==> config.mk <==
export PLATFORM = sky130hd
export DESIGN_NAME = tga_image_stream_decoder
export DESIGN_NICKNAME = d
export VERILOG_FILES = /design/src/rtl/tgad_pkg.sv /design/src/rtl/tga_image_stream_decoder.sv
export SDC_FILE = /design/constraint.sdc
export NUM_CORES = 1
export LEC_CHECK = 0
export ABC_AREA = 1
export BUFFER_PORTS_ARGS = -buffer_cell sky130_fd_sc_hd__buf_2
export CORE_ASPECT_RATIO = 0.75
export CORE_MARGIN = 2
export CORE_UTILIZATION = 66
export DETAILED_ROUTE_END_ITERATION = 6
export MAX_ROUTING_LAYER = met4
export PLACE_DENSITY = 0.86
export SETUP_SLACK_MARGIN = 0.4
export SYNTH_ARGS = -nofsm -noshare
export SYNTH_HDL_FRONTEND = slang
export SYNTH_SLANG_ARGS = --single-unit
==> constraint.sdc <==
create_clock -name clock -period 21.1 [get_ports clock]
set_clock_uncertainty 0.05 [all_clocks]
set_input_delay 2.11 -clock clock [delete_from_list [all_inputs] [get_ports clock]]
set_output_delay 2.11 -clock clock [all_outputs]
set_load 0.01 [all_outputs]
==> src/rtl/tgad_pkg.sv <==
// ---------------------------------------------------------------------------
// tgad_pkg
// Shared types and constants of the TGA byte-stream decoder.
// ---------------------------------------------------------------------------
package tgad_pkg;

   // Header layout (byte offsets into the 18-byte header)
   localparam int unsigned HEADER_BYTES = 18;
   localparam logic [4:0]  HDR_IDX_TYPE     = 5'd2;
   localparam logic [4:0]  HDR_IDX_WIDTH_LO = 5'd12;
   localparam logic [4:0]  HDR_IDX_WIDTH_HI = 5'd13;
   localparam logic [4:0]  HDR_IDX_HEIGHT_LO = 5'd14;
   localparam logic [4:0]  HDR_IDX_HEIGHT_HI = 5'd15;
   localparam logic [4:0]  HDR_IDX_DEPTH    = 5'd16;
   localparam logic [4:0]  HDR_IDX_LAST     = 5'(HEADER_BYTES - 1);

   // Image types and pixel sizes
   localparam logic [7:0] TYPE_RAW   = 8'd2;
   localparam logic [7:0] TYPE_RLE   = 8'd10;
   localparam logic [2:0] BPP_BGR    = 3'd3;
   localparam logic [2:0] BPP_BGRA   = 3'd4;
   localparam logic [7:0] RAW_MAX    = 8'd127;
   localparam logic [7:0] FULL_ALPHA = 8'hFF;

   // Decoder phase
   typedef enum logic [3:0] {
      PH_HEADER = 4'b0001,
      PH_PACKET = 4'b0010,
      PH_PIXEL  = 4'b0100,
      PH_DONE   = 4'b1000
   } phase_type;

   // Result kind
   typedef enum logic [1:0] {
      KIND_HEADER = 2'd0,
      KIND_PIXEL  = 2'd1,
      KIND_TRUNC  = 2'd2
   } kind_type;

   // Result status
   typedef enum logic [2:0] {
      ST_OK         = 3'd0,
      ST_ZERO_SIZE  = 3'd1,
      ST_BAD_TYPE   = 3'd2,
      ST_BAD_DEPTH  = 3'd3,
      ST_TRUNCATED  = 3'd4
   } status_type;

endpackage

==> src/rtl/tga_image_stream_decoder.sv <==
// ---------------------------------------------------------------------------
// tga_image_stream_decoder
// Decodes a TGA file streamed one byte per transfer into a header report,
// pixel runs (raw or RLE, BGR or BGRA) and a truncation report.
// ---------------------------------------------------------------------------
// Takes one file byte per cycle, with no bubbles, while rsp_stall is low: each byte goes
// into an input register, the header/packet/pixel state update and the result
// are formed combinationally from that register, and the result sits in an output
// register, so a result follows its byte through the input and output registers.
// The longest path is the 16x16 width-by-height product that loads the pixel
// count at the last header byte. A byte produces at most one result: the
// header report after byte 17, one run per completed pixel (an RLE run packet
// comes out as a single run with its repeat count, clipped to the image), or a
// truncation report when end_of_file arrives before the image is complete.
// Every end_of_file byte returns the decoder to its reset state, so files may
// follow each other back to back. An invalid header is reported and the rest
// of that file is dropped.
module tga_image_stream_decoder
   import tgad_pkg::*;
(
   input  logic        clock,
   input  logic        reset,
   // byte input channel
   input  logic        req_valid,
   output logic        req_stall,
   input  logic [7:0]  req_data_byte,
   input  logic        req_end_of_file,
   // result channel
   output logic        rsp_valid,
   input  logic        rsp_stall,
   output logic [1:0]  rsp_kind,
   output logic [2:0]  rsp_status,
   output logic [15:0] rsp_image_width,
   output logic [15:0] rsp_image_height,
   output logic [7:0]  rsp_red,
   output logic [7:0]  rsp_green,
   output logic [7:0]  rsp_blue,
   output logic [7:0]  rsp_alpha,
   output logic [7:0]  rsp_repeat_res,
   output logic        rsp_last
);

   // input register
   logic        in_valid_ff;
   logic [7:0]  in_byte_ff;
   logic        in_eof_ff;

   // decoder state
   phase_type   phase_ff, phase_in;
   logic [4:0]  header_index_ff, header_index_in;
   logic [7:0]  image_type_ff, image_type_in;
   logic [15:0] width_store_ff, width_store_in;
   logic [15:0] height_store_ff, height_store_in;
   logic [2:0]  bytes_per_pixel_ff, bytes_per_pixel_in;
   logic [31:0] pixels_left_ff, pixels_left_in;
   logic [7:0]  packet_left_ff, packet_left_in;
   logic        packet_is_run_ff, packet_is_run_in;
   logic [1:0]  byte_in_pixel_ff, byte_in_pixel_in;
   logic [23:0] partial_colour_ff, partial_colour_in;

   // result register
   logic        out_valid_ff;
   kind_type    out_kind_ff, res_kind;
   status_type  out_status_ff, res_status;
   logic [15:0] out_width_ff, out_height_ff;
   logic [7:0]  out_red_ff, out_green_ff, out_blue_ff, out_alpha_ff, out_repeat_ff;
   logic        out_last_ff;

   // step results
   logic        res_have;
   logic [7:0]  res_red, res_green, res_blue, res_alpha, res_repeat;
   logic        res_last;
   logic [15:0] res_width, res_height;

   // step helpers
   logic        out_free;
   logic        step_fire;
   logic        is_rle;
   logic [4:0]  depth_bytes;
   logic [31:0] pixel_total;
   logic [23:0] partial_next;
   logic        pixel_done;
   logic [7:0]  run_count;
   logic [7:0]  clip_count;

   // handshake: the step fires when the result register can take its output
   assign out_free  = !out_valid_ff || !rsp_stall;
   assign step_fire = in_valid_ff && out_free;
   assign req_stall = in_valid_ff && !out_free;

   assign is_rle      = (image_type_ff == TYPE_RLE);
   assign depth_bytes = in_byte_ff[7:3];
   assign pixel_total = width_store_ff * height_store_ff;

   // per-byte state update and result
   always_comb begin
      phase_in           = phase_ff;
      header_index_in    = header_index_ff;
      image_type_in      = image_type_ff;
      width_store_in     = width_store_ff;
      height_store_in    = height_store_ff;
      bytes_per_pixel_in = bytes_per_pixel_ff;
      pixels_left_in     = pixels_left_ff;
      packet_left_in     = packet_left_ff;
      packet_is_run_in   = packet_is_run_ff;
      byte_in_pixel_in   = byte_in_pixel_ff;
      partial_colour_in  = partial_colour_ff;

      res_have   = 1'b0;
      res_kind   = KIND_HEADER;
      res_status = ST_OK;
      res_red    = 8'd0;
      res_green  = 8'd0;
      res_blue   = 8'd0;
      res_alpha  = 8'd0;
      res_repeat = 8'd0;
      res_last   = 1'b0;

      partial_next = partial_colour_ff;
      pixel_done   = 1'b0;
      run_count    = 8'd1;
      clip_count   = 8'd1;

      unique case (phase_ff)
         PH_HEADER: begin
            // capture header fields
            unique case (header_index_ff)
               HDR_IDX_TYPE:      image_type_in = in_byte_ff;
               HDR_IDX_WIDTH_LO:  width_store_in = {width_store_ff[15:8], in_byte_ff};
               HDR_IDX_WIDTH_HI:  width_store_in = {in_byte_ff, width_store_ff[7:0]};
               HDR_IDX_HEIGHT_LO: height_store_in = {height_store_ff[15:8], in_byte_ff};
               HDR_IDX_HEIGHT_HI: height_store_in = {in_byte_ff, height_store_ff[7:0]};
               HDR_IDX_DEPTH: begin
                  if (depth_bytes == 5'(BPP_BGR) || depth_bytes == 5'(BPP_BGRA)) begin
                     bytes_per_pixel_in = depth_bytes[2:0];
                  end else begin
                     bytes_per_pixel_in = 3'd0;
                  end
               end
               default: ;
            endcase

            if (header_index_ff != HDR_IDX_LAST) begin
               header_index_in = header_index_ff + 5'd1;
            end else begin
               // header complete: validate and report
               header_index_in = 5'd0;
               res_have        = 1'b1;
               res_kind        = KIND_HEADER;
               if (width_store_ff == 16'd0 || height_store_ff == 16'd0) begin
                  res_status = ST_ZERO_SIZE;
               end else if (image_type_ff != TYPE_RAW && image_type_ff != TYPE_RLE) begin
                  res_status = ST_BAD_TYPE;
               end else if (bytes_per_pixel_ff == 3'd0) begin
                  res_status = ST_BAD_DEPTH;
               end
               if (res_status != ST_OK) begin
                  phase_in = PH_DONE;
               end else begin
                  pixels_left_in    = pixel_total;
                  byte_in_pixel_in  = 2'd0;
                  packet_left_in    = 8'd0;
                  packet_is_run_in  = 1'b0;
                  partial_colour_in = 24'd0;
                  phase_in          = is_rle ? PH_PACKET : PH_PIXEL;
               end
            end
         end

         PH_PACKET: begin
            // RLE packet header
            if (in_byte_ff > RAW_MAX) begin
               packet_is_run_in = 1'b1;
               packet_left_in   = in_byte_ff - RAW_MAX;
            end else begin
               packet_is_run_in = 1'b0;
               packet_left_in   = in_byte_ff + 8'd1;
            end
            byte_in_pixel_in = 2'd0;
            phase_in         = PH_PIXEL;
         end

         PH_PIXEL: begin
            // gather B, G, R (alpha is taken straight from the byte)
            case (byte_in_pixel_ff)
               2'd0:    partial_next = {16'd0, in_byte_ff};
               2'd1:    partial_next = partial_colour_ff | {8'd0, in_byte_ff, 8'd0};
               2'd2:    partial_next = partial_colour_ff | {in_byte_ff, 16'd0};
               default: partial_next = partial_colour_ff;
            endcase
            partial_colour_in = partial_next;
            pixel_done = ({1'b0, byte_in_pixel_ff} + 3'd1) >= bytes_per_pixel_ff;

            if (!pixel_done) begin
               byte_in_pixel_in = byte_in_pixel_ff + 2'd1;
            end else begin
               byte_in_pixel_in = 2'd0;
               res_blue  = partial_next[7:0];
               res_green = partial_next[15:8];
               res_red   = partial_next[23:16];
               res_alpha = (bytes_per_pixel_ff == BPP_BGRA) ? in_byte_ff : FULL_ALPHA;

               // run length, clipped to the pixels still missing
               run_count = (is_rle && packet_is_run_ff) ? packet_left_ff : 8'd1;
               if ({24'd0, run_count} > pixels_left_ff) begin
                  clip_count = pixels_left_ff[7:0];
               end else begin
                  clip_count = run_count;
               end
               res_repeat     = clip_count;
               pixels_left_in = pixels_left_ff - {24'd0, clip_count};

               if (is_rle) begin
                  if (packet_is_run_ff || packet_left_ff == 8'd0) begin
                     packet_left_in = 8'd0;
                  end else begin
                     packet_left_in = packet_left_ff - 8'd1;
                  end
               end

               res_have = 1'b1;
               res_kind = KIND_PIXEL;
               if (pixels_left_in == 32'd0) begin
                  res_last = 1'b1;
                  phase_in = PH_DONE;
               end else if (is_rle && packet_left_in == 8'd0) begin
                  phase_in = PH_PACKET;
               end
            end
         end

         PH_DONE: ;

         default: ;
      endcase

      // early end of file
      if (in_eof_ff && phase_in != PH_DONE) begin
         res_have   = 1'b1;
         res_kind   = KIND_TRUNC;
         res_status = ST_TRUNCATED;
         res_last   = 1'b0;
      end

      // reported size is taken before the file-end clear
      res_width  = width_store_in;
      res_height = height_store_in;

      // every file end returns to the reset state
      if (in_eof_ff) begin
         phase_in           = PH_HEADER;
         header_index_in    = 5'd0;
         image_type_in      = 8'd0;
         width_store_in     = 16'd0;
         height_store_in    = 16'd0;
         bytes_per_pixel_in = 3'd0;
         pixels_left_in     = 32'd0;
         packet_left_in     = 8'd0;
         packet_is_run_in   = 1'b0;
         byte_in_pixel_in   = 2'd0;
         partial_colour_in  = 24'd0;
      end
   end

   // input register
   always_ff @(posedge clock) begin
      if (reset) begin
         in_valid_ff <= 1'b0;
      end else if (!in_valid_ff || out_free) begin
         in_valid_ff <= req_valid;
      end
      if (req_valid && !req_stall) begin
         in_byte_ff <= req_data_byte;
         in_eof_ff  <= req_end_of_file;
      end
   end

   // decoder state
   always_ff @(posedge clock) begin
      if (reset) begin
         phase_ff           <= PH_HEADER;
         header_index_ff    <= 5'd0;
         image_type_ff      <= 8'd0;
         width_store_ff     <= 16'd0;
         height_store_ff    <= 16'd0;
         bytes_per_pixel_ff <= 3'd0;
         pixels_left_ff     <= 32'd0;
         packet_left_ff     <= 8'd0;
         packet_is_run_ff   <= 1'b0;
         byte_in_pixel_ff   <= 2'd0;
         partial_colour_ff  <= 24'd0;
      end else if (step_fire) begin
         phase_ff           <= phase_in;
         header_index_ff    <= header_index_in;
         image_type_ff      <= image_type_in;
         width_store_ff     <= width_store_in;
         height_store_ff    <= height_store_in;
         bytes_per_pixel_ff <= bytes_per_pixel_in;
         pixels_left_ff     <= pixels_left_in;
         packet_left_ff     <= packet_left_in;
         packet_is_run_ff   <= packet_is_run_in;
         byte_in_pixel_ff   <= byte_in_pixel_in;
         partial_colour_ff  <= partial_colour_in;
      end
   end

   // result register; reported size is the stored size after this byte
   always_ff @(posedge clock) begin
      if (reset) begin
         out_valid_ff <= 1'b0;
      end else if (out_free) begin
         out_valid_ff <= step_fire && res_have;
      end
      if (step_fire && res_have) begin
         out_kind_ff   <= res_kind;
         out_status_ff <= res_status;
         out_width_ff  <= res_width;
         out_height_ff <= res_height;
         out_red_ff    <= res_red;
         out_green_ff  <= res_green;
         out_blue_ff   <= res_blue;
         out_alpha_ff  <= res_alpha;
         out_repeat_ff <= res_repeat;
         out_last_ff   <= res_last;
      end
   end

   // width/height in a result come from the store before the file-end clear
   // (a file-end clear never touches a result's own fields)

   assign rsp_valid        = out_valid_ff;
   assign rsp_kind         = out_kind_ff;
   assign rsp_status       = out_status_ff;
   assign rsp_image_width  = out_width_ff;
   assign rsp_image_height = out_height_ff;
   assign rsp_red          = out_red_ff;
   assign rsp_green        = out_green_ff;
   assign rsp_blue         = out_blue_ff;
   assign rsp_alpha        = out_alpha_ff;
   assign rsp_repeat_res   = out_repeat_ff;
   assign rsp_last         = out_last_ff;

   // a completed image is only ever flagged on a pixel run
   assert property (@(posedge clock) disable iff (reset)
      rsp_valid && rsp_last |-> rsp_kind == KIND_PIXEL)
      else $error("last flag on a result that is not a pixel run");

   // a pixel run always covers at least one pixel and reports ok
   assert property (@(posedge clock) disable iff (reset)
      rsp_valid && rsp_kind == KIND_PIXEL |-> rsp_repeat_res != 8'd0 && rsp_status == ST_OK)
      else $error("pixel run with zero repeat or nonzero status");

   // the decoder is back at the header start after every file end
   assert property (@(posedge clock) disable iff (reset)
      step_fire && in_eof_ff |=> phase_ff == PH_HEADER && header_index_ff == 5'd0)
      else $error("decoder not reset after end of file");

endmodule

==> summary.md, run 1 <==
| Metric | Value |
|---|---|
| Status | `completed` |
| Main synth FF type | `dfxtp_1` |
| Share of post-route cells with drive strength above 1 | `under 10%` |
| # DRC | `0` |
| Initial antenna violation count | `1` |
| Via count | `~17000` |
| H-tree levels | `1` |
| Vias in the first global route | `16744` |
| Area Growth Syn to Fin | `6.72%` |
| Crit end category | `register` |
| PortBufs | `92` |
| Overall Global Routing Usage | `36.9%` |
| Routed Antenna Nets | `0` |
| Net count after synthesis | `2830` |
| Num CTS Buffers | `21` |
| Rel. slew slack | `16.6%` |
| DP Wirelength | `39900 um` |
| CTS sink cnt | `207` |
| CTS Hold Bufs | `0` |
| Highest Clock Rate | `0.135 GHz` |
| Post-DR wirelength/cell | `between 15 and 20 um` |
| CP Max Fanout | `18` |
| Die area | `0.0306 sq mm` |
| Final period util | `a little over a third` |
| Seq/Total Area, Yosys | `26.0%` |
| Core ar. | `0.0289 sq mm` |
| Number of synthesized register bits | `207` |
| # fillers | `2264` |
| TritonCTS clock tree | `built` |
| RSZ-0062 raised after global routing | `no` |
| Setup violators final | `0` |
| Placer Congestion | `a little over 1` |
| Area of the multi-input gates | `0.0118 sq mm` |
| Hold/Removal Path Class | `register to register` |
| Global-route wire length before repair | `87800 um` |
| CP Launch Type | `register` |
| Detailed Route WL | `about 54000 um` |
| Vias per cell | `5.86` |
| Die width | `between 200 and 250 um` |
| Final Hold Vio Count | `0` |
| Lkg Pwr | `9.80 nW` |
| Number of flops mapped to enable cells by yosys | `86` |
| Pin count of the biggest net entering global routing | `89` |
| Cells after synthesis | `2491` |
| Std-Cell Rows | `54` |
| Commonest non-fill, non-tap cell in the layout | `nand2_1` |
| GRT overflow | `0` |
| PwrDens | `44.8 mW/mm^2` |
| Initial DRC Count | `2012` |
| Post-route cell area | `0.0205 sq mm` |
| Fin crit period | `7.41 ns` |
| Worst-path clk slew | `0.07 ns` |
| Initial Util | `66.7%` |
| 1st-pass router iterations | `6` |
| Placed inst area | `0.0198 sq mm` |
| # nets final | `2840` |
| Die Y | `152 um` |
| Post-synthesis async set-or-reset flop share | `0%` |
| Syn avg cell area | `7.72 sq um` |
| Max incr delay on CP | `0.84 ns` |
| Total Power | `just over 0.9 mW` |
| CP max-delay cell | `dfxtp_1` |
| Num ports | `between 90 and 100` |
| Sequential cell area | `0.00500 sq mm` |
| Post-CTS sizing | `0` |
| Post-CTS Setup Bufs | `0` |
| Pins Over Slew Limit | `0` |
| Synth Cell Area | `0.0192 sq mm` |
| VDD IR max | `53.3 uV` |
| Commonest non-fill, non-tap cells in the layout | `nand2_1, inv_1, fa_1, a21oi_1, nor2_1` |
| Setup_tns | `0 ns` |
| WP data arrival | `7.81 ns` |
| Synthesis Warnings | `0` |
| Crit Path Class | `register to register` |
| Max Buffers Root-to-Sink | `3` |
| Worst-margin pin slew | `1.25 ns` |
| Max cap viols | `0` |
| Critical Path RT | `21.51 ns` |
| Root Driver | `clkbuf_16` |
| Yosys cell types | `51` |
| Latest clock arrival within the worst-skew pair | `0.53 ns` |
[sequential cells by signal (all words and copies together) (netlist names), 4 cells and up]
| signal | count |
|---|---|
| rsp_image_height | 16 |
| rsp_green | 8 |
| rsp_alpha | 8 |
| rsp_red | 8 |
| packet_left_ff | 8 |
| rsp_blue | 8 |
| height_store_ff | 16 |
| partial_colour_ff | 24 |
| width_store_ff | 16 |
| in_byte_ff | 8 |
| header_index_ff | 5 |
| phase_ff | 4 |
| pixels_left_ff | 32 |
| rsp_repeat_res | 8 |
| rsp_image_width | 16 |
| image_type_ff | 8 |
[cells by family after synthesis]
logic type	count (synthesis)	synth area share, %
buffers and inverters	640	12.6
XOR/XNOR	30	1.37
AND/OR/NAND/NOR	913	20.0
AO/OA/AOI/OAI	375	11.3
adder cells (fa/ha/maj)	326	28.8
flip-flops	207	26.0
[layer usage]
layer,up-vias,part of all wire [%],GRT usage [%],routed length [um]
met5,-,0,-,0
met4,0,2.3,8.18,1210
met3,119,13,10.3,6960
met2,1018,43,53.4,23100
met1,8075,42,52.1,22300
li1,7822,-,-,-
[cell usage after synthesis, drive strengths merged, types with 4 or more instances]
cell type	instances	area [sq um]
a211oi	36	270
a21boi	4	41.3
a21oi	165	826
a31oi	21	131
a32oi	4	35.0
buf	29	121
clkbuf	88	330
clkinv	6	23.8
dfxtp	121	2420
edfxtp	86	2580
fa	195	3900
ha	131	1640
inv	517	1940
nand2	593	2260
nand3	71	415
nand4	33	206
nor2	171	679
nor3	25	130
nor4	12	93.8
o211a	4	40.0
o211ai	13	97.6
o21ai	75	375
o21bai	4	30.0
o22ai	41	257
or2	5	31.3
xnor2	13	114
xor2	17	149
[where the power goes]
| group | switching, mW | internal, mW |
|---|---|---|
| combinational | 0.0804 | 0.0314 |
| clock | 0.175 | 0.203 |
| sequential | 0.00629 | 0.424 |
| total | 0.261 | 0.658 |
[final timing paths]
check | slack [ns] | startpoint | to | cells past startpoint
worst min-delay path | 0.41 | partial_colour_ff[5]$_SDFFE_PP0P_ | partial_colour_ff[5]$_SDFFE_PP0P_ | 2
worst min register to register | 0.41 | partial_colour_ff[5]$_SDFFE_PP0P_ | partial_colour_ff[5]$_SDFFE_PP0P_ | 2
worst max-delay path | 13.69 | width_store_ff[12]$_SDFFE_PP0P_ | pixels_left_ff[31]$_SDFFE_PP0P_ | 29
worst max register to register | 13.69 | width_store_ff[12]$_SDFFE_PP0P_ | pixels_left_ff[31]$_SDFFE_PP0P_ | 29
[metrics by stage]
stage | hold WS [ns] | utilization, % | std cells | setup WS, ns
after floorplan | 0.385 | - | 2491 | 14.33
after global placement | 0.396 | 68.8 | 2870 | 14.01
after detailed placement | 0.403 | 68.8 | 2870 | 13.82
after CTS | 0.416 | 71.2 | 2908 | 13.78
after global routing | 0.436 | 71.2 | 2909 | 13.16
final | 0.415 | 71.2 | 2909 | 13.69
[final cells by class]
cell class                      instances  share of cell area (%)
Multi-Input combinational cell       1644                    57.6
Clock buffer                           23                    2.80
Inverter                              523                    9.57
Timing Repair Buffer                  104                    2.69
Clock inverter                         15                   0.548
Antenna cell                            1                  0.0122
Sequential cell                       207                    24.4
Tap cell                              392                    2.39
[worst max-delay path: cells and delay by family (launching register included)]
family	cells	cell delay, ns
AOI/OAI and AO/OA	12	1.95
adders and majority gates	7	3.61
buffers and inverters	6	0.37
DFF	1	0.84
and+or+nand+nor	4	0.51
Note: power is estimated with default switching activity, not from simulation.
==> inputs of run 2 (changes only) <==
--- a/config.mk
+++ b/config.mk
@@ -9,10 +9,10 @@
 export BUFFER_PORTS_ARGS = -buffer_cell sky130_fd_sc_hd__buf_2
 export CORE_ASPECT_RATIO = 0.75
 export CORE_MARGIN = 2
-export CORE_UTILIZATION = 66
+export CORE_UTILIZATION = 64
 export DETAILED_ROUTE_END_ITERATION = 6
 export MAX_ROUTING_LAYER = met4
-export PLACE_DENSITY = 0.86
+export PLACE_DENSITY = 0.84
 export SETUP_SLACK_MARGIN = 0.4
 export SYNTH_ARGS = -nofsm -noshare
 export SYNTH_HDL_FRONTEND = slang
==> constraint.sdc (replaced) <==
create_clock -name clock -period 7.1 [get_ports clock]
set_clock_uncertainty 0.05 [all_clocks]
set_input_delay 0.71 -clock clock [delete_from_list [all_inputs] [get_ports clock]]
set_output_delay 0.71 -clock clock [all_outputs]
set_load 0.01 [all_outputs]
==> run 2 against run 1 <==
Effect of this change: hold slack worse by 0.11 ns; combinational power grew to 3.1 times the previous value; worst setup slack worse by 13 ns; flip-flop and latch count stayed put; count of clock-buffer cells in the layout is 4 higher; sequential power grew to 3.0 times the previous value; wire length is 0.81% higher; global-route usage is 1.4 points lower; die area is 3.1% higher; core utilization is 1.4 points higher; final cell count is 2.0% higher; critical endpoint unchanged; largest cell class unchanged; highest routed layer unchanged.
==> summary.md, run 2 (synthesized netlist as in run 1, its figures left out) <==
| Metric | Value |
|---|---|
| Global-route wire length before repair | `87100 um` |
| Commonest non-fill, non-tap cell in the layout | `nand2_1` |
| H-tree levels | `1` |
| Routed Antenna Nets | `0` |
| Initial DRC Count | `2029` |
| Critical Path RT | `about 7.5 ns` |
| CP Launch Type | `register` |
| PwrDens | `132 mW/mm^2` |
| Latest clock arrival within the worst-skew pair | `0.54 ns` |
| Crit end category | `register` |
| Overall Global Routing Usage | `between 30% and 40%` |
| Fin crit period | `approximately 6.5 ns` |
| 1st-pass router iterations | `6` |
| Largest Register | `pixels_left_ff` |
| Commonest non-fill, non-tap cells in the layout | `nand2_1, inv_1, fa_1, a21oi_1, nor2_1` |
| Setup_tns | `0 ns` |
| Met3 Usage GRT | `7.91%` |
| Max FFs per register | `32` |
| Setup violators final | `0` |
| Die area | `0.0315 sq mm` |
| Post-DR wirelength/cell | `roughly 18 um` |
| GRT overflow | `0` |
| Core ar. | `0.0293 sq mm` |
| # diodes | `0` |
| DP Wirelength | `41600 um` |
| Detailed Route WL | `54000 um` |
| Met2 Track Usage GR | `51.7%` |
| Worst-path clk slew | `0.07 ns` |
| Root Driver | `clkbuf_16` |
| Lkg Pwr | `10.2 nW` |
| Pin count of the biggest net entering global routing | `between 70 and 80` |
| Util after Layout | `72.6%` |
| # fillers | `between 2000 and 2500` |
| PortBufs | `92` |
| Vias in the first global route | `between 15000 and 20000` |
| Rel. slew slack | `25.0%` |
| CTS sink cnt | `207` |
| Max cap viols | `0` |
| Grt peak-use layer | `met1` |
| # nets final | `2897` |
| Die Y | `between 150 and 200 um` |
| Sequential cell area | `0.00504 sq mm` |
| RSZ-0062 raised after global routing | `yes` |
| Max Buffers Root-to-Sink | `3` |
| Largest registers | `pixels_left_ff x32, partial_colour_ff x24` |
| TritonCTS clock tree | `built` |
| Final period util | `92.0%` |
| Placer Congestion | `roughly 0.99` |
| Crit Path Class | `register to register` |
| M1 GR Usage | `51.8%` |
| Num CTS Buffers | `22` |
| CTS Hold Bufs | `0` |
| Pins Over Slew Limit | `0` |
| Num ports | `93` |
| Final Hold Vio Count | `0` |
| WP data arrival | `just under 7 ns` |
| Status | `completed` |
| Hold/Removal Path Class | `input port to register` |
| # DRC | `0` |
| Initial antenna violation count | `0` |
| Worst-margin pin slew | `1.12 ns` |
| Die width | `204 um` |
| Initial Util | `65.6%` |
| Highest Clock Rate | `0.153 GHz` |
| Area Growth Syn to Fin | `10.6%` |
| Vias per cell | `5.83` |
| CP Max Fanout | `17` |
| Via count | `17300` |
| VDD IR max | `158 uV` |
| Std-Cell Rows | `54` |
| Area of the multi-input gates | `0.0120 sq mm` |
| Share of post-route cells with drive strength above 1 | `11.6%` |
==> run 2: cell type report <==
class	count	area share, %
flip-flops and latches	207	23.7
clock inverters	13	0.664
repair buffers	160	4.95
inverters	523	9.25
clock buffers	27	2.72
well taps	392	2.30
multi-input cells	1644	56.4
==> run 2: worst max-delay path, cell delays in order, from the launching register on <==
cell,delay [ns]
dfxtp_1,0.42
buf_6,0.23
nand2_1,0.10
fa_1,0.50
inv_1,0.05
fa_1,0.53
inv_1,0.05
fa_1,0.49
fa_1,0.55
fa_1,0.51
inv_1,0.05
fa_1,0.44
ha_1,0.38
nand2_1,0.08
o21ai_0,0.26
o21bai_2,0.20
a21boi_2,0.10
o21ai_2,0.20
a31oi_2,0.14
o21ai_2,0.20
a21boi_2,0.10
o21ai_2,0.15
a21oi_1,0.08
o21bai_1,0.20
a21oi_1,0.10
o21ai_1,0.10
nand3_1,0.08
a21oi_1,0.12
==> run 2: worst paths after layout <==
| path | from | end | slack [ns] | depth (start not counted) |
|---|---|---|---|---|
| setup / recovery | width_store_ff[13]$_SDFFE_PP0P_ | pixels_left_ff[31]$_SDFFE_PP0P_ | 0.57 | 27 |
| hold / removal | req_data_byte[7] | in_byte_ff[7]$_DFFE_PP_ | 0.30 | 1 |
| setup reg to reg | width_store_ff[13]$_SDFFE_PP0P_ | pixels_left_ff[31]$_SDFFE_PP0P_ | 0.57 | 27 |
| hold reg to reg | partial_colour_ff[14]$_SDFFE_PP0P_ | partial_colour_ff[14]$_SDFFE_PP0P_ | 0.42 | 2 |
==> run 2: stage by stage <==
step | setup slack (ns) | hold slack, ns | power [mW] | cells | cell area (sq um)
detailed placement | 0.112 | 0.401 | 1.63 | 2912 | 20200
CTS | 0.407 | 0.309 | 2.79 | 2953 | 20900
floorplan | 0.427 | 0.385 | 1.53 | 2491 | 19200
global placement | 0.334 | 0.397 | 1.62 | 2912 | 20200
finish | 0.571 | 0.304 | 2.81 | 2966 | 21300
global route | 0.227 | 0.311 | 2.89 | 2966 | 21300
==> run 2: timing repair <==
| action | 4_1_cts | 5_1_grt |
|---|---|---|
| resized for setup | 15 | 64 |
| pin swaps | 1 | 14 |
| endpoints found under the setup margin | 4 | 87 |
| cloned | 0 | 2 |
| setup buffers | 1 | 11 |
==> run 2: per-layer routing <==
| metal | share of wire [%] | vias to the layer above |
|---|---|---|
| li1 | - | 7928 |
| met1 | 42 | 8186 |
| met2 | 44 | 1078 |
| met3 | 13 | 108 |
| met4 | 1.7 | 0 |
| met5 | 0 | - |
==> run 2: report_power, final <==
| group | switching, mW | internal (mW) | total, mW |
|---|---|---|---|
| Clock | 0.525 | 0.662 | 1.19 |
| Combinational | 0.246 | 0.102 | 0.348 |
| Sequential | 0.0191 | 1.26 | 1.28 |
==> inputs of run 3 (changes only) <==
--- a/config.mk
+++ b/config.mk
@@ -5,14 +5,13 @@
 export SDC_FILE = /design/constraint.sdc
 export NUM_CORES = 1
 export LEC_CHECK = 0
-export ABC_AREA = 1
 export BUFFER_PORTS_ARGS = -buffer_cell sky130_fd_sc_hd__buf_2
 export CORE_ASPECT_RATIO = 0.75
 export CORE_MARGIN = 2
-export CORE_UTILIZATION = 64
+export CORE_UTILIZATION = 40
 export DETAILED_ROUTE_END_ITERATION = 6
 export MAX_ROUTING_LAYER = met4
-export PLACE_DENSITY = 0.84
+export PLACE_DENSITY = 0.57
 export SETUP_SLACK_MARGIN = 0.4
 export SYNTH_ARGS = -nofsm -noshare
 export SYNTH_HDL_FRONTEND = slang
==> run 3 against run 2 <==
Effect of this change: highest routed layer unchanged; first-iteration DRC count is 11% lower; register-to-register slack worse by 0.13 ns; critical path type unchanged; sequential power hardly changed; critical path depth is 2 higher; global-route usage is 12 points lower.
==> summary.md, run 3 <==
| Metric | Value |
|---|---|
| Status | `completed` |
| Levels on crit path | `29` |
| Share of the synthesized area in the top cell type | `20.3%` |
| Net count after synthesis | `2552` |
| Area Growth Syn to Fin | `16.0%` |
| Commonest cells in the netlist | `inv_1, nor2_1, nand2_1` |
| Initial Util | `40.5%` |
| Global-route wire length before repair | `91400 um` |
| Vias per cell | `5.47` |
| Highest Clock Rate | `0.150 GHz` |
| Crit path buf inv count | `5` |
| Core ar. | `roughly 0.047 sq mm` |
| Setup violators final | `0` |
| CP startpoint | `image_type_ff[4]$_SDFFE_PP0P_` |
| Fin crit period | `around 6.7 ns` |
| Cell count after placement | `between 2000 and 3000` |
| Max FFs per register | `32` |
| Synth Cell Area | `0.0192 sq mm` |
| CP Launch Type | `register` |
| Crit Path Class | `register to register` |
| Rel. slew slack | `11.9%` |
| Total Power | `approximately 2.6 mW` |
| Reg2Reg Depth | `29` |
| Top post-synthesis cells by area | `fa_1, edfxtp_1, dfxtp_1` |
| Biggest area consumer among synthesized cells | `fa_1` |
| Crit end category | `register` |
| Yosys cell types | `84` |
| Met2 Wirelength | `23600 um` |
| Num CTS Buffers | `21` |
| Commonest non-fill, non-tap cells in the layout | `inv_1, nor2_1, nand2_1, fa_1, buf_4` |
| Worst-path clk slew | `0.06 ns` |
| Overall Global Routing Usage | `between 20% and 30%` |
| RSZ-0062 raised after global routing | `yes` |
| # fillers | `4553` |
| Num ports | `93` |
| Lkg Pwr | `9.45 nW` |
| CP Max Fanout | `8` |
| Die area | `0.0498 sq mm` |
| H-tree levels | `1` |
| Commonest non-fill, non-tap cell in the layout | `inv_1` |
| Post-DR wirelength/cell | `a little under 20 um` |
| Max cap viols | `0` |
| Cells after synthesis | `2213` |
| Root Driver | `clkbuf_16` |
| Die width | `about 260 um` |
| Count leader, synth | `inv_1` |
| Max incr delay on CP | `0.59 ns` |
| Post-synthesis async set-or-reset flop share | `0%` |
| Max Buffers Root-to-Sink | `3` |
| Syn avg cell area | `8.67 sq um` |
| Detailed Route WL | `about 60000 um` |
| Largest registers | `pixels_left_ff x32, partial_colour_ff x24` |
| Vias in the first global route | `15807` |
| Std-Cell Rows | `69` |
| TritonCTS clock tree | `built` |
| Main synth FF type | `dfxtp_1` |
| Hold path depth | `1` |
| Seq/Total Area, Yosys | `about a quarter` |
| DP Wirelength | `44200 um` |
| Setup_tns | `0 ns` |
| Initial antenna violation count | `0` |
| Pins Over Slew Limit | `0` |
| Finished Layout Cells | `just under 3000` |
| Final Hold Vio Count | `0` |
| Metal-1 WL | `28900 um` |
| Cell family with most CP delay | `simple AND/OR/NAND/NOR gates` |
| # DRC | `0` |
| DR WL met3 | `5070 um` |
| Min-delay src | `req_data_byte[0]` |
| 1st-pass router iterations | `6` |
| Pin count of the biggest net entering global routing | `55` |
| Synthesis Warnings | `0` |
| Number of flops mapped to enable cells by yosys | `86` |
| Initial DRC Count | `1798` |
| Worst-margin pin slew | `1.32 ns` |
| Worst reg2reg path startpoint | `image_type_ff[4]$_SDFFE_PP0P_` |
| CP max-delay cell | `or4_4` |
| Routed Antenna Nets | `0` |
| Critical Path RT | `7.34 ns` |
| Share of post-route cells with drive strength above 1 | `16.4%` |
| CTS sink cnt | `slightly above 200` |
| VDD IR max | `roughly 120 uV` |
| WP data arrival | `6.90 ns` |
| Hold/Removal Path Class | `input port to register` |
| PwrDens | `117 mW/mm^2` |
| Die Y | `194 um` |
| Number of synthesized register bits | `between 200 and 250` |
| GRT overflow | `0` |
| CTS Hold Bufs | `0` |
| Largest Register | `pixels_left_ff` |
| Placer Congestion | `0.924` |
| Final period util | `a little over nine tenths` |
| Via count | `16255` |
| PortBufs | `92` |
| # nets final | `2657` |
| # diodes | `0` |
| Latest clock arrival within the worst-skew pair | `between 0.5 and 0.6 ns` |
| Highest Signal Layer | `met4` |
[run 3: changes by cell type after synthesis, sizes merged, moves of 28 or more]
cell	delta
a211oi	-28
nor2	+80
and2	+98
clkbuf	+50
nand3	-37
a22oi	+68
nand2	-344
inv	-263
a21oi	-44
a22o	+34
o22ai	-39
[run 3: what timing repair did]
action | in CTS | in global routing
resized for setup | 20 | 126
hold endpoints to repair | 0 | 0
buffers inserted | 4 | 33
cloned | 0 | 7
pin swaps | 4 | 26
endpoints found under the setup margin | 85 | 97
[run 3: area by class of cell]
type	count	area [sq um]	area share, %
flip-flops and latches	207	5080	22.9
well taps	639	800	3.59
inverters	254	953	4.28
clock inverters	7	91.3	0.411
clock buffers	30	569	2.56
multi-input cells	1598	13100	58.7
repair buffers	236	1700	7.65
[run 3: worst reg2reg max path: cells and delay by family (launching register included)]
| family | cells | cell delay, ns |
|---|---|---|
| mux | 1 | 0.10 |
| simple gates | 11 | 2.34 |
| fa+ha+maj | 3 | 0.62 |
| compound gates | 9 | 2.21 |
| flops | 1 | 0.33 |
| buf+inv | 5 | 0.77 |
[run 3: per-layer routing]
metal,vias to the layer above,GRT usage (%)
li1,7567,-
met1,7985,36.9
met2,639,31.8
met3,64,4.80
met4,0,3.51
met5,-,-
[run 3: power breakdown]
part / switching [mW] / internal, mW
combinational: 0.138 / 0.0804
clock: 0.495 / 0.632
sequential: 0.0147 / 1.24
[run 3: final timing paths]
| check | slack, ns | to |
|---|---|---|
| max | 0.44 | rsp_image_height[14]$_DFFE_PP_ |
| min reg2reg | 0.42 | partial_colour_ff[16]$_SDFFE_PP0P_ |
| max reg2reg | 0.44 | rsp_image_height[14]$_DFFE_PP_ |
| min | 0.32 | in_byte_ff[0]$_DFFE_PP_ |
[run 3: cell families (layout without fill, tap and decap cells)]
logic type                 after synthesis  in the layout  share of synthesized area (%)
buffers and inverters                  409            527                           8.09
AOI/OAI and AO/OA                      398            399                           14.0
DFF                                    207            207                           26.1
adders and majority gates              327            327                           28.9
xor gates and xnor gates                57             57                           2.60
and+or+nand+nor                        803            803                           19.6
muxes                                   12             12                          0.672
[run 3: stage by stage]
step           hold WS [ns]  util, %  setup slack, ns  cell area, sq um
2_1_floorplan         0.388        -            0.423             19200
3_3_place_gp          0.397     43.6            0.222             20600
3_5_place_dp          0.404     43.6            0.176             20600
4_1_cts               0.302     45.1            0.408             21400
5_1_grt               0.308     46.9            0.234             22300
6_report              0.315     46.9            0.444             22300
